==> src/design/fts_pkg.sv <==
// Shared types and constants for the FIFO thread scheduler.
`default_nettype none

package fts_pkg;

  // Default number of thread slots
  localparam int unsigned SLOTS_DEF = 16;

  // Field widths
  localparam int unsigned SLOT_W   = 4;
  localparam int unsigned REQ_W    = 3;
  localparam int unsigned STATUS_W = 2;
  localparam int unsigned FREED_W  = 5;

  // Saturation point of the reap count
  localparam int unsigned FREED_MAX = 31;

  // Slot number used by the idle thread after reset
  localparam logic [SLOT_W-1:0] IDLE_RST = 4'd1;

  // Request codes
  typedef enum logic [REQ_W-1:0] {
    REQ_ADMIT     = 3'd0,
    REQ_YIELD     = 3'd1,
    REQ_BLOCK     = 3'd2,
    REQ_UNBLOCK   = 3'd3,
    REQ_TERMINATE = 3'd4,
    REQ_REAP      = 3'd5
  } req_e;

  // Per-slot thread state
  typedef enum logic [2:0] {
    ST_FREE       = 3'd0,
    ST_READY      = 3'd1,
    ST_RUNNING    = 3'd2,
    ST_BLOCKED    = 3'd3,
    ST_TERMINATED = 3'd4
  } slot_st_e;

  // Result status codes
  typedef enum logic [STATUS_W-1:0] {
    STS_DONE     = 2'd0,
    STS_IGNORED  = 2'd1,
    STS_REJECTED = 2'd2
  } status_e;

endpackage

`default_nettype wire

==> src/design/fts_req_if.sv <==
// Request channel interface: valid/ready with the scheduling event payload.
`default_nettype none

interface fts_req_if;
  logic                        valid;
  logic                        ready;
  logic [fts_pkg::REQ_W-1:0]   req_type;
  logic [fts_pkg::SLOT_W-1:0]  thread_slot;

  modport source (output valid, output req_type, output thread_slot, input ready);
  modport sink   (input valid, input req_type, input thread_slot, output ready);
endinterface

`default_nettype wire

==> src/design/fts_res_if.sv <==
// Result channel interface: valid/ready with the scheduling result payload.
`default_nettype none

interface fts_res_if;
  logic                          valid;
  logic                          ready;
  logic [fts_pkg::SLOT_W-1:0]    running_slot;
  logic                          switched;
  logic [fts_pkg::SLOT_W-1:0]    previous_slot;
  logic [fts_pkg::STATUS_W-1:0]  status;
  logic [fts_pkg::FREED_W-1:0]   freed_count;

  modport source (output valid, output running_slot, output switched,
                  output previous_slot, output status, output freed_count,
                  input ready);
  modport sink   (input valid, input running_slot, input switched,
                  input previous_slot, input status, input freed_count,
                  output ready);
endinterface

`default_nettype wire

==> src/design/fifo_thread_scheduler_unit.sv <==
// Top level of the FIFO thread scheduler: slot states, ready queue, running slot.
//
//  channel   dir  handshake        payload
//  req_i     in   valid/ready      req_type[2:0], thread_slot[3:0]
//  res_o     out  valid/ready      running_slot, switched, previous_slot,
//                                  status[1:0], freed_count[4:0]
//  cfg       in   cfg_we_i         cfg_wdata_i[3:0] -> idle_slot
//
// One request per cycle sustained while results are taken; each result is
// registered after its request is taken into the input register. The whole
// event is evaluated in one pass between the input register and the result
// register; the ready queue head comes from a registered-read RAM
// addressed by the next head pointer, with a write-through bypass. Reset
// clears slot states (slot 0 running), queue pointers and the running slot
// at once; the queue RAM needs no clearing pass. A stalled result holds; the
// input register keeps taking requests as long as the result register can move.
`default_nettype none

module fifo_thread_scheduler_unit #(
  parameter int unsigned SLOTS = fts_pkg::SLOTS_DEF
) (
  input  wire logic                       clk_i,
  input  wire logic                       rst_ni,
  input  wire logic                       cfg_we_i,
  input  wire logic [fts_pkg::SLOT_W-1:0] cfg_wdata_i,
  fts_req_if.sink                         req_i,
  fts_res_if.source                       res_o
);

  localparam int unsigned PTR_W = $clog2(SLOTS);
  localparam int unsigned CNT_W = $clog2(SLOTS + 1);
  localparam logic [PTR_W-1:0] PTR_LAST = PTR_W'(SLOTS - 1);
  localparam logic [CNT_W-1:0] CNT_FULL = CNT_W'(SLOTS);

  // Configuration
  logic [fts_pkg::SLOT_W-1:0] idle_q;

  // Input register
  logic                        in_vld_q;
  logic [fts_pkg::REQ_W-1:0]   req_q;
  logic [fts_pkg::SLOT_W-1:0]  slot_q;

  // Scheduler state
  fts_pkg::slot_st_e           st_q [SLOTS];
  fts_pkg::slot_st_e           st_d [SLOTS];
  logic [PTR_W-1:0]            head_q, head_d, tail_q, tail_d;
  logic [CNT_W-1:0]            cnt_q, cnt_d;
  logic [fts_pkg::SLOT_W-1:0]  cur_q, cur_d;

  // Queue RAM access
  logic                        byp_q;
  logic [fts_pkg::SLOT_W-1:0]  byp_data_q;
  logic [fts_pkg::SLOT_W-1:0]  ram_rdata;
  logic [fts_pkg::SLOT_W-1:0]  head_slot;
  logic                        push, pop, push_ok;
  logic [fts_pkg::SLOT_W-1:0]  push_val;

  // Result register
  logic                        out_vld_q;
  logic [fts_pkg::SLOT_W-1:0]  run_q, prev_q;
  logic                        sw_q;
  fts_pkg::status_e            status_q, status_d;
  logic [fts_pkg::FREED_W-1:0] freed_q, freed_d;

  // Event evaluation helpers
  logic                        fire;
  logic                        cur_ok, sl_ok, idle_ok;
  logic [PTR_W-1:0]            cur_idx, sl_idx, nxt_idx;
  logic [fts_pkg::SLOT_W-1:0]  nxt_slot;
  logic                        run_nxt;
  logic [SLOTS-1:0]            reap_mask;
  logic [CNT_W-1:0]            nfree;

  // Handshake
  assign fire      = in_vld_q && (!out_vld_q || res_o.ready);
  assign req_i.ready = !in_vld_q || fire;

  // Range checks and indexes
  assign cur_ok  = 32'(cur_q) < SLOTS;
  assign sl_ok   = 32'(slot_q) < SLOTS;
  assign idle_ok = 32'(idle_q) < SLOTS;
  assign cur_idx = PTR_W'(cur_q);
  assign sl_idx  = PTR_W'(slot_q);
  assign nxt_idx = PTR_W'(nxt_slot);

  // Queue head with bypass of a write to the address being read
  assign head_slot = byp_q ? byp_data_q : ram_rdata;

  // Slots freed by a reap event
  always_comb begin
    for (int i = 0; i < SLOTS; i++) begin
      reap_mask[i] = (32'(cur_q) != i) && (st_q[i] == fts_pkg::ST_TERMINATED);
    end
  end
  assign nfree = CNT_W'($countones(reap_mask));

  // Event evaluation: next state and result
  always_comb begin
    for (int i = 0; i < SLOTS; i++) begin
      st_d[i] = st_q[i];
    end
    push     = 1'b0;
    push_val = slot_q;
    pop      = 1'b0;
    nxt_slot = head_slot;
    run_nxt  = 1'b0;
    status_d = fts_pkg::STS_DONE;
    freed_d  = '0;

    case (req_q)
      fts_pkg::REQ_ADMIT: begin
        if (sl_ok && st_q[sl_idx] == fts_pkg::ST_FREE) begin
          st_d[sl_idx] = fts_pkg::ST_READY;
          push = 1'b1;
        end else begin
          status_d = fts_pkg::STS_REJECTED;
        end
      end
      fts_pkg::REQ_YIELD: begin
        if (cur_q == idle_q || cnt_q == '0) begin
          status_d = fts_pkg::STS_IGNORED;
        end else begin
          pop     = 1'b1;
          run_nxt = 1'b1;
          if (cur_ok && st_q[cur_idx] != fts_pkg::ST_TERMINATED) begin
            st_d[cur_idx] = fts_pkg::ST_READY;
            push     = 1'b1;
            push_val = cur_q;
          end
        end
      end
      fts_pkg::REQ_BLOCK: begin
        if (cur_q == idle_q || (cnt_q == '0 && !idle_ok)) begin
          status_d = fts_pkg::STS_IGNORED;
        end else begin
          if (cur_ok) begin
            st_d[cur_idx] = fts_pkg::ST_BLOCKED;
          end
          run_nxt = 1'b1;
          if (cnt_q != '0) begin
            pop = 1'b1;
          end else begin
            nxt_slot = idle_q;
          end
        end
      end
      fts_pkg::REQ_UNBLOCK: begin
        if (sl_ok && st_q[sl_idx] == fts_pkg::ST_BLOCKED) begin
          st_d[sl_idx] = fts_pkg::ST_READY;
          push = 1'b1;
        end else begin
          status_d = fts_pkg::STS_REJECTED;
        end
      end
      fts_pkg::REQ_TERMINATE: begin
        if (cur_ok) begin
          st_d[cur_idx] = fts_pkg::ST_TERMINATED;
        end
      end
      fts_pkg::REQ_REAP: begin
        for (int i = 0; i < SLOTS; i++) begin
          if (reap_mask[i]) begin
            st_d[i] = fts_pkg::ST_FREE;
          end
        end
        if (32'(nfree) > fts_pkg::FREED_MAX) begin
          freed_d = fts_pkg::FREED_W'(fts_pkg::FREED_MAX);
        end else begin
          freed_d = fts_pkg::FREED_W'(nfree);
        end
      end
      default: begin
        status_d = fts_pkg::STS_IGNORED;
      end
    endcase

    // Dispatch the chosen slot
    cur_d = cur_q;
    if (run_nxt) begin
      if (32'(nxt_slot) < SLOTS) begin
        st_d[nxt_idx] = fts_pkg::ST_RUNNING;
      end
      cur_d = nxt_slot;
    end
  end

  // Queue pointers; a push after a pop always has room
  assign push_ok = fire && push && (pop || cnt_q != CNT_FULL);

  always_comb begin
    head_d = head_q;
    tail_d = tail_q;
    cnt_d  = cnt_q;
    if (fire && pop) begin
      head_d = (head_q == PTR_LAST) ? '0 : head_q + 1'b1;
    end
    if (push_ok) begin
      tail_d = (tail_q == PTR_LAST) ? '0 : tail_q + 1'b1;
    end
    if (fire && pop && !push_ok) begin
      cnt_d = cnt_q - 1'b1;
    end else if (push_ok && !(fire && pop)) begin
      cnt_d = cnt_q + 1'b1;
    end
  end

  // Ready queue storage
  fts_ram #(
    .WIDTH (fts_pkg::SLOT_W),
    .DEPTH (SLOTS)
  ) u_ready_ram (
    .clk_i   (clk_i),
    .we_i    (push_ok),
    .waddr_i (tail_q),
    .wdata_i (push_val),
    .raddr_i (head_d),
    .rdata_o (ram_rdata)
  );

  // Bypass data register
  always_ff @(posedge clk_i) begin
    byp_data_q <= push_val;
  end

  // Control state
  always_ff @(posedge clk_i or negedge rst_ni) begin
    if (!rst_ni) begin
      idle_q    <= fts_pkg::IDLE_RST;
      in_vld_q  <= 1'b0;
      out_vld_q <= 1'b0;
      head_q    <= '0;
      tail_q    <= '0;
      cnt_q     <= '0;
      cur_q     <= '0;
      byp_q     <= 1'b0;
      for (int i = 0; i < SLOTS; i++) begin
        st_q[i] <= (i == 0) ? fts_pkg::ST_RUNNING : fts_pkg::ST_FREE;
      end
    end else begin
      if (cfg_we_i) begin
        idle_q <= cfg_wdata_i;
      end
      if (req_i.ready) begin
        in_vld_q <= req_i.valid;
      end
      if (fire) begin
        out_vld_q <= 1'b1;
      end else if (res_o.ready) begin
        out_vld_q <= 1'b0;
      end
      head_q <= head_d;
      tail_q <= tail_d;
      cnt_q  <= cnt_d;
      byp_q  <= push_ok && (tail_q == head_d);
      if (fire) begin
        cur_q <= cur_d;
        for (int i = 0; i < SLOTS; i++) begin
          st_q[i] <= st_d[i];
        end
      end
    end
  end

  // Input payload register
  always_ff @(posedge clk_i) begin
    if (req_i.ready) begin
      req_q  <= req_i.req_type;
      slot_q <= req_i.thread_slot;
    end
  end

  // Result payload register
  always_ff @(posedge clk_i) begin
    if (fire) begin
      run_q    <= cur_d;
      prev_q   <= cur_q;
      sw_q     <= cur_d != cur_q;
      status_q <= status_d;
      freed_q  <= freed_d;
    end
  end

  assign res_o.valid         = out_vld_q;
  assign res_o.running_slot  = run_q;
  assign res_o.switched      = sw_q;
  assign res_o.previous_slot = prev_q;
  assign res_o.status        = status_q;
  assign res_o.freed_count   = freed_q;

  // Queue never holds more than SLOTS entries
  a_cnt_bound: assert property (@(posedge clk_i) disable iff (!rst_ni)
    32'(cnt_q) <= SLOTS)
    else $error("ready queue count above depth");

  // Tail stays head plus count, modulo the depth
  a_ptr_cons: assert property (@(posedge clk_i) disable iff (!rst_ni)
    (32'(head_q) + 32'(cnt_q) == 32'(tail_q)) ||
    (32'(head_q) + 32'(cnt_q) == 32'(tail_q) + SLOTS))
    else $error("ready queue pointers inconsistent");

  // An ignored event never switches the running slot
  a_ign_no_sw: assert property (@(posedge clk_i) disable iff (!rst_ni)
    (out_vld_q && status_q == fts_pkg::STS_IGNORED) |-> !sw_q)
    else $error("ignored event switched slots");

  // A request code past the last defined one yields an ignored result
  a_unknown: assert property (@(posedge clk_i) disable iff (!rst_ni)
    (fire && req_q > fts_pkg::REQ_REAP) |=>
    (out_vld_q && status_q == fts_pkg::STS_IGNORED))
    else $error("unknown request not ignored");

endmodule

`default_nettype wire

==> src/design/fts_ram.sv <==
// Generic single-write, single-read RAM with registered read data.
`default_nettype none

module fts_ram #(
  parameter int unsigned WIDTH = 4,
  parameter int unsigned DEPTH = 16
) (
  input  wire logic                     clk_i,
  input  wire logic                     we_i,
  input  wire logic [$clog2(DEPTH)-1:0] waddr_i,
  input  wire logic [WIDTH-1:0]         wdata_i,
  input  wire logic [$clog2(DEPTH)-1:0] raddr_i,
  output      logic [WIDTH-1:0]         rdata_o
);

  logic [WIDTH-1:0] mem_q [DEPTH];

  // Write port and registered read port
  always_ff @(posedge clk_i) begin
    if (we_i) begin
      mem_q[waddr_i] <= wdata_i;
    end
    rdata_o <= mem_q[raddr_i];
  end

endmodule

`default_nettype wire

==> src/flat_wrapper.sv <==
// flat-port wrapper written by rule: the top's interface ports become plain ports
module fifo_thread_scheduler_unit_flat 
#(
  parameter int unsigned SLOTS = fts_pkg::SLOTS_DEF
)
  (clk_i, rst_ni, cfg_we_i, cfg_wdata_i, req_i_valid, req_i_req_type, req_i_thread_slot, req_i_ready, res_o_valid, res_o_running_slot, res_o_switched, res_o_previous_slot, res_o_status, res_o_freed_count, res_o_ready);
  fts_req_if req_i_i ();
  fts_res_if res_o_i ();
  input  wire logic clk_i;
  input  wire logic rst_ni;
  input  wire logic cfg_we_i;
  input  wire logic [fts_pkg::SLOT_W-1:0] cfg_wdata_i;
  input wire logic [$bits(req_i_i.valid)-1:0] req_i_valid;
  input wire logic [$bits(req_i_i.req_type)-1:0] req_i_req_type;
  input wire logic [$bits(req_i_i.thread_slot)-1:0] req_i_thread_slot;
  output wire logic [$bits(req_i_i.ready)-1:0] req_i_ready;
  output wire logic [$bits(res_o_i.valid)-1:0] res_o_valid;
  output wire logic [$bits(res_o_i.running_slot)-1:0] res_o_running_slot;
  output wire logic [$bits(res_o_i.switched)-1:0] res_o_switched;
  output wire logic [$bits(res_o_i.previous_slot)-1:0] res_o_previous_slot;
  output wire logic [$bits(res_o_i.status)-1:0] res_o_status;
  output wire logic [$bits(res_o_i.freed_count)-1:0] res_o_freed_count;
  input wire logic [$bits(res_o_i.ready)-1:0] res_o_ready;
  assign req_i_i.valid = req_i_valid;
  assign req_i_i.req_type = req_i_req_type;
  assign req_i_i.thread_slot = req_i_thread_slot;
  assign req_i_ready = req_i_i.ready;
  assign res_o_valid = res_o_i.valid;
  assign res_o_running_slot = res_o_i.running_slot;
  assign res_o_switched = res_o_i.switched;
  assign res_o_previous_slot = res_o_i.previous_slot;
  assign res_o_status = res_o_i.status;
  assign res_o_freed_count = res_o_i.freed_count;
  assign res_o_i.ready = res_o_ready;
  fifo_thread_scheduler_unit #(.SLOTS(SLOTS)) u_core (.clk_i(clk_i), .rst_ni(rst_ni), .cfg_we_i(cfg_we_i), .cfg_wdata_i(cfg_wdata_i), .req_i(req_i_i), .res_o(res_o_i));
endmodule
==> config.mk <==
export PLATFORM = sky130hd
export DESIGN_NAME = fifo_thread_scheduler_unit_flat
export DESIGN_NICKNAME = d
export VERILOG_FILES = /design/src/design/fts_pkg.sv /design/src/design/fts_req_if.sv /design/src/design/fts_res_if.sv /design/src/design/fifo_thread_scheduler_unit.sv /design/src/design/fts_ram.sv /design/src/flat_wrapper.sv
export SDC_FILE = /design/constraint.sdc
export NUM_CORES = 1
export LEC_CHECK = 0
export BUFFER_PORTS_ARGS = -buffer_cell sky130_fd_sc_hd__buf_2
export CORE_ASPECT_RATIO = 0.8
export CORE_UTILIZATION = 60
export DETAILED_ROUTE_END_ITERATION = 8
export MAX_ROUTING_LAYER = met4
export PLACE_DENSITY = 0.84
export SYNTH_ARGS = -nofsm -noshare
export SYNTH_HDL_FRONTEND = slang
export SYNTH_HIERARCHICAL = 1
export SYNTH_SLANG_ARGS = --single-unit
export TNS_END_PERCENT = 10
==> constraint.sdc <==
create_clock -name clk_i -period 5.1 [get_ports clk_i]
set_input_delay 1.02 -clock clk_i [delete_from_list [all_inputs] [get_ports clk_i]]
set_output_delay 1.02 -clock clk_i [all_outputs]
set_load 0.1 [all_outputs]
==> run metrics <==
CP Capture Type flip-flop; postcts setup bufs 0; Tcrit/Tclk final 92.87%; vias in the first global route 9,191; Initial DRT Pass Iterations 6; # Max-Cap Violations 0; grt ovf 0; Avg Inst Size Synth 10.20 um2; Area Overhead vs Synth 9.911%; top-count cell post-synth a21oi_1; Worst-Margin Slew 1.132 ns; setup_tns 0 ns; DRT Wirelength 35,970 um; DR vias 9,765; peak supply drop 0.2522 mV; Commonest cells post-synth a21oi_1, edfxtp_1, nand2_1; DIE AREA 17,960 um2; final hold viol count 0; DR iter-0 viols 2,067; minimum clock period 4.736 ns; ys async rst share 43.11%; Synth top area share 24.99%; busiest grt layer met1; Clock Power Share 21.7%; Syn Inst Count 1,025; pwr/cell area 514.3 nW/um2; clock latency on the worst-skew pair 0.44 ns; largest net degree at the start of global routing 73; Hold Path Depth 1; post-synth cell types 86; share of cells above drive strength 1 15.79%; P_leak 0.004388 uW; port bufs 33; Post-route DRC 0; CP arrival 4.92 ns; Register-to-Register Setup Slack 0.36 ns; synthesized net count 1,063; area of the multi-input gates 5458 um2; Sequential Power Share 34.2%; synthesized area 10,450 um2; Critical Path RT 5.28 ns; ant diodes 0; Worst slew margin 24.50%; Comb pwr share 44.1%; skew final 0.009850 ns; Post-synth EDFFs 87; Worst setup SP type flip-flop; worst reg-to-reg path cell count 14; Tot GR Track Use 43.24%; hold_buf cts 0; NumNets Final 1,095; CTS root buffer clkbuf_16; gp weighted congestion 1.047; Worst Hold Class reg2reg; Die W 149.6 um; deepest clock path buffer count 2; Seq/Total Area, Yosys 43.78%; Slew Limit Fails 0; slowest cell on the critical path dfrtp_1; CP cell instances nand2b_1 > nor2_1 > nor3_1 > and2_1 > fa_1 > inv_1 > fa_1 > fa_1 > fa_1 > inv_1 > ha_1 > fa_1 > a21oi_1 > nor3b_1; Sw Share 45.55%; DR WL/cell 27.88 um; CTS tree done; initial core utilization 62.36%; CP Launch Point u_core/cur_idx[3]; end of the worst hold path u_core/res_o.valid; CTS Sinks 167; DP HPWL 25,270 um; yosys warns 6; critical path's most frequent cell fa_1; Psw 2691 uW; CORE AREA 16,760 um2; RSZ-0062 raised after global routing false; antenna violations before repair 0; met3 GRT Util 17.45%; first-pass GRT wire length 55,190 um; crit path kind reg2reg; Top FF cell, synth edfxtp_1; # setup viols final 0; Largest stage delay, worst path 0.60 ns; clock slew seen by the registers of the worst setup and hold paths 0.07 ns; Synth area leader edfxtp_1; Seq. cell area 4577 um2; GRT met2 Usage 55.30%; most area-consuming cells after synthesis edfxtp_1, dfrtp_1, a21oi_1; FF-to-FF End u_core/res_o.freed_count[4]; via/cell ratio 7.570; outcome finished, final reports clean; Worst Path Max Fanout 13; met1 usage 61.10%; post-route ant nets 0; post-cts resize count 0; Die H 120.1 um; std cell rows 42; Tot Pwr 5909 uW; FILL cells 1,261; Int Pwr 3218 uW; Max Clk Rate 0.2111 GHz; htree depth 4; TritonCTS Buffers 17; r2r startpoint u_core/cur_idx[3]; # IOs 34; #FFs+latches synth 167; Hold Startpoint u_core/in_vld_q
[sequential cells by signal, summed over array words and instances (netlist names)]
signal / count
u_core/u_ready_ram/rdata_o: 4
u_core/head_q: 4
u_core/res_o.freed_count: 5
u_core/res_o.running_slot: 4
u_core/res_o.valid: 1
u_core/byp_q: 1
u_core/cur_idx: 4
u_core/sl_idx: 4
u_core/req_q: 3
u_core/res_o.previous_slot: 4
u_core/cnt_q: 5
u_core/tail_q: 4
u_core/res_o.switched: 1
u_core/res_o.status: 2
u_core/st_q: 48
u_core/idle_q: 4
u_core/u_ready_ram/mem_q: 64
u_core/byp_data_q: 4
u_core/in_vld_q: 1
[cell usage in the layout (no fill, tap or decap), types with 8 or more instances in the layout]
master,count
o21ai_0,67
clkbuf_16,17
nand4_1,10
a21o_1,13
nor2b_1,26
o22ai_1,17
a211oi_1,13
nor3_1,53
a31oi_1,11
nand2_1,75
nor3b_1,17
a221oi_1,16
nor2_1,73
mux4_2,18
a22oi_1,8
dfrtp_1,70
fa_1,11
nand3_1,30
mux4_1,14
buf_4,42
a311oi_1,11
mux2_2,11
nand2b_1,15
inv_1,32
edfxtp_1,87
xnor2_1,8
xor2_1,8
ha_1,11
dfxtp_1,8
buf_2,32
a21oi_1,92
[final cells by class]
class	instances	area share, %
well taps	220	2.396
flip-flops and latches	167	39.83
multi-input cells	763	47.50
inverters	34	1.111
clock inverters	15	1.318
clock buffers	17	3.702
repair buffers	74	4.138
[per-layer routing]
metal	up-vias	wire, um
met5	-	0
met2	951	14270
met1	4622	13680
met3	171	6615
met4	0	1402
li1	4021	-
[metrics by stage]
step	setup WS [ns]	hold slack (ns)	cells	area [um2]	utilization (%)
5_1_grt	0.1497	0.5221	1290	11490	68.54
3_3_place_gp	0.5790	0.4643	1258	10910	65.10
4_1_cts	0.4238	0.5031	1290	11490	68.54
6_report	0.3638	0.5025	1290	11490	68.54
3_5_place_dp	0.4288	0.4931	1258	10910	65.10
2_1_floorplan	0.5425	0.4196	1025	10450	-
[cells by family (layout without fill, tap and decap cells)]
group           Yosys count  count (layout)  share of synthesized area, %
compound gates          322             322                         20.61
xor+xnor                 17              17                         1.496
fa+ha+maj                22              22                         3.423
buf+inv                  95             140                         4.010
flops                   167             167                         43.78
mux                      49              49                         9.156
simple gates            353             353                         17.52
[worst max-delay path by stage]
stage,to,depth (start not counted)
after CTS,u_core/res_o.freed_count[4],14
final,u_core/res_o.freed_count[4],14
after global routing,u_core/res_o.freed_count[4],14
after floorplan,u_core/res_o.freed_count[4],15
after global placement,u_core/res_o.freed_count[4],13
after detailed placement,u_core/res_o.freed_count[4],14
[critical path: cells and delay by family, from the launching register on]
kind	cells	cell delay (ns)
compound gates	1	0.18
simple gates	5	0.89
fa+ha+maj	6	2.69
flops	1	0.60
buf+inv	2	0.10
[power groups by stage]
stage	Sequential (uW)	Clock (uW)	Combinational [uW]
floorplan	2080	0	1650
global placement	2010	0	2430
detailed placement	2020	0	2480
CTS	1990	1290	2500
global route	2040	1340	2740
finish	2020	1280	2610
No activity file was read; power rests on OpenSTA's default activity.
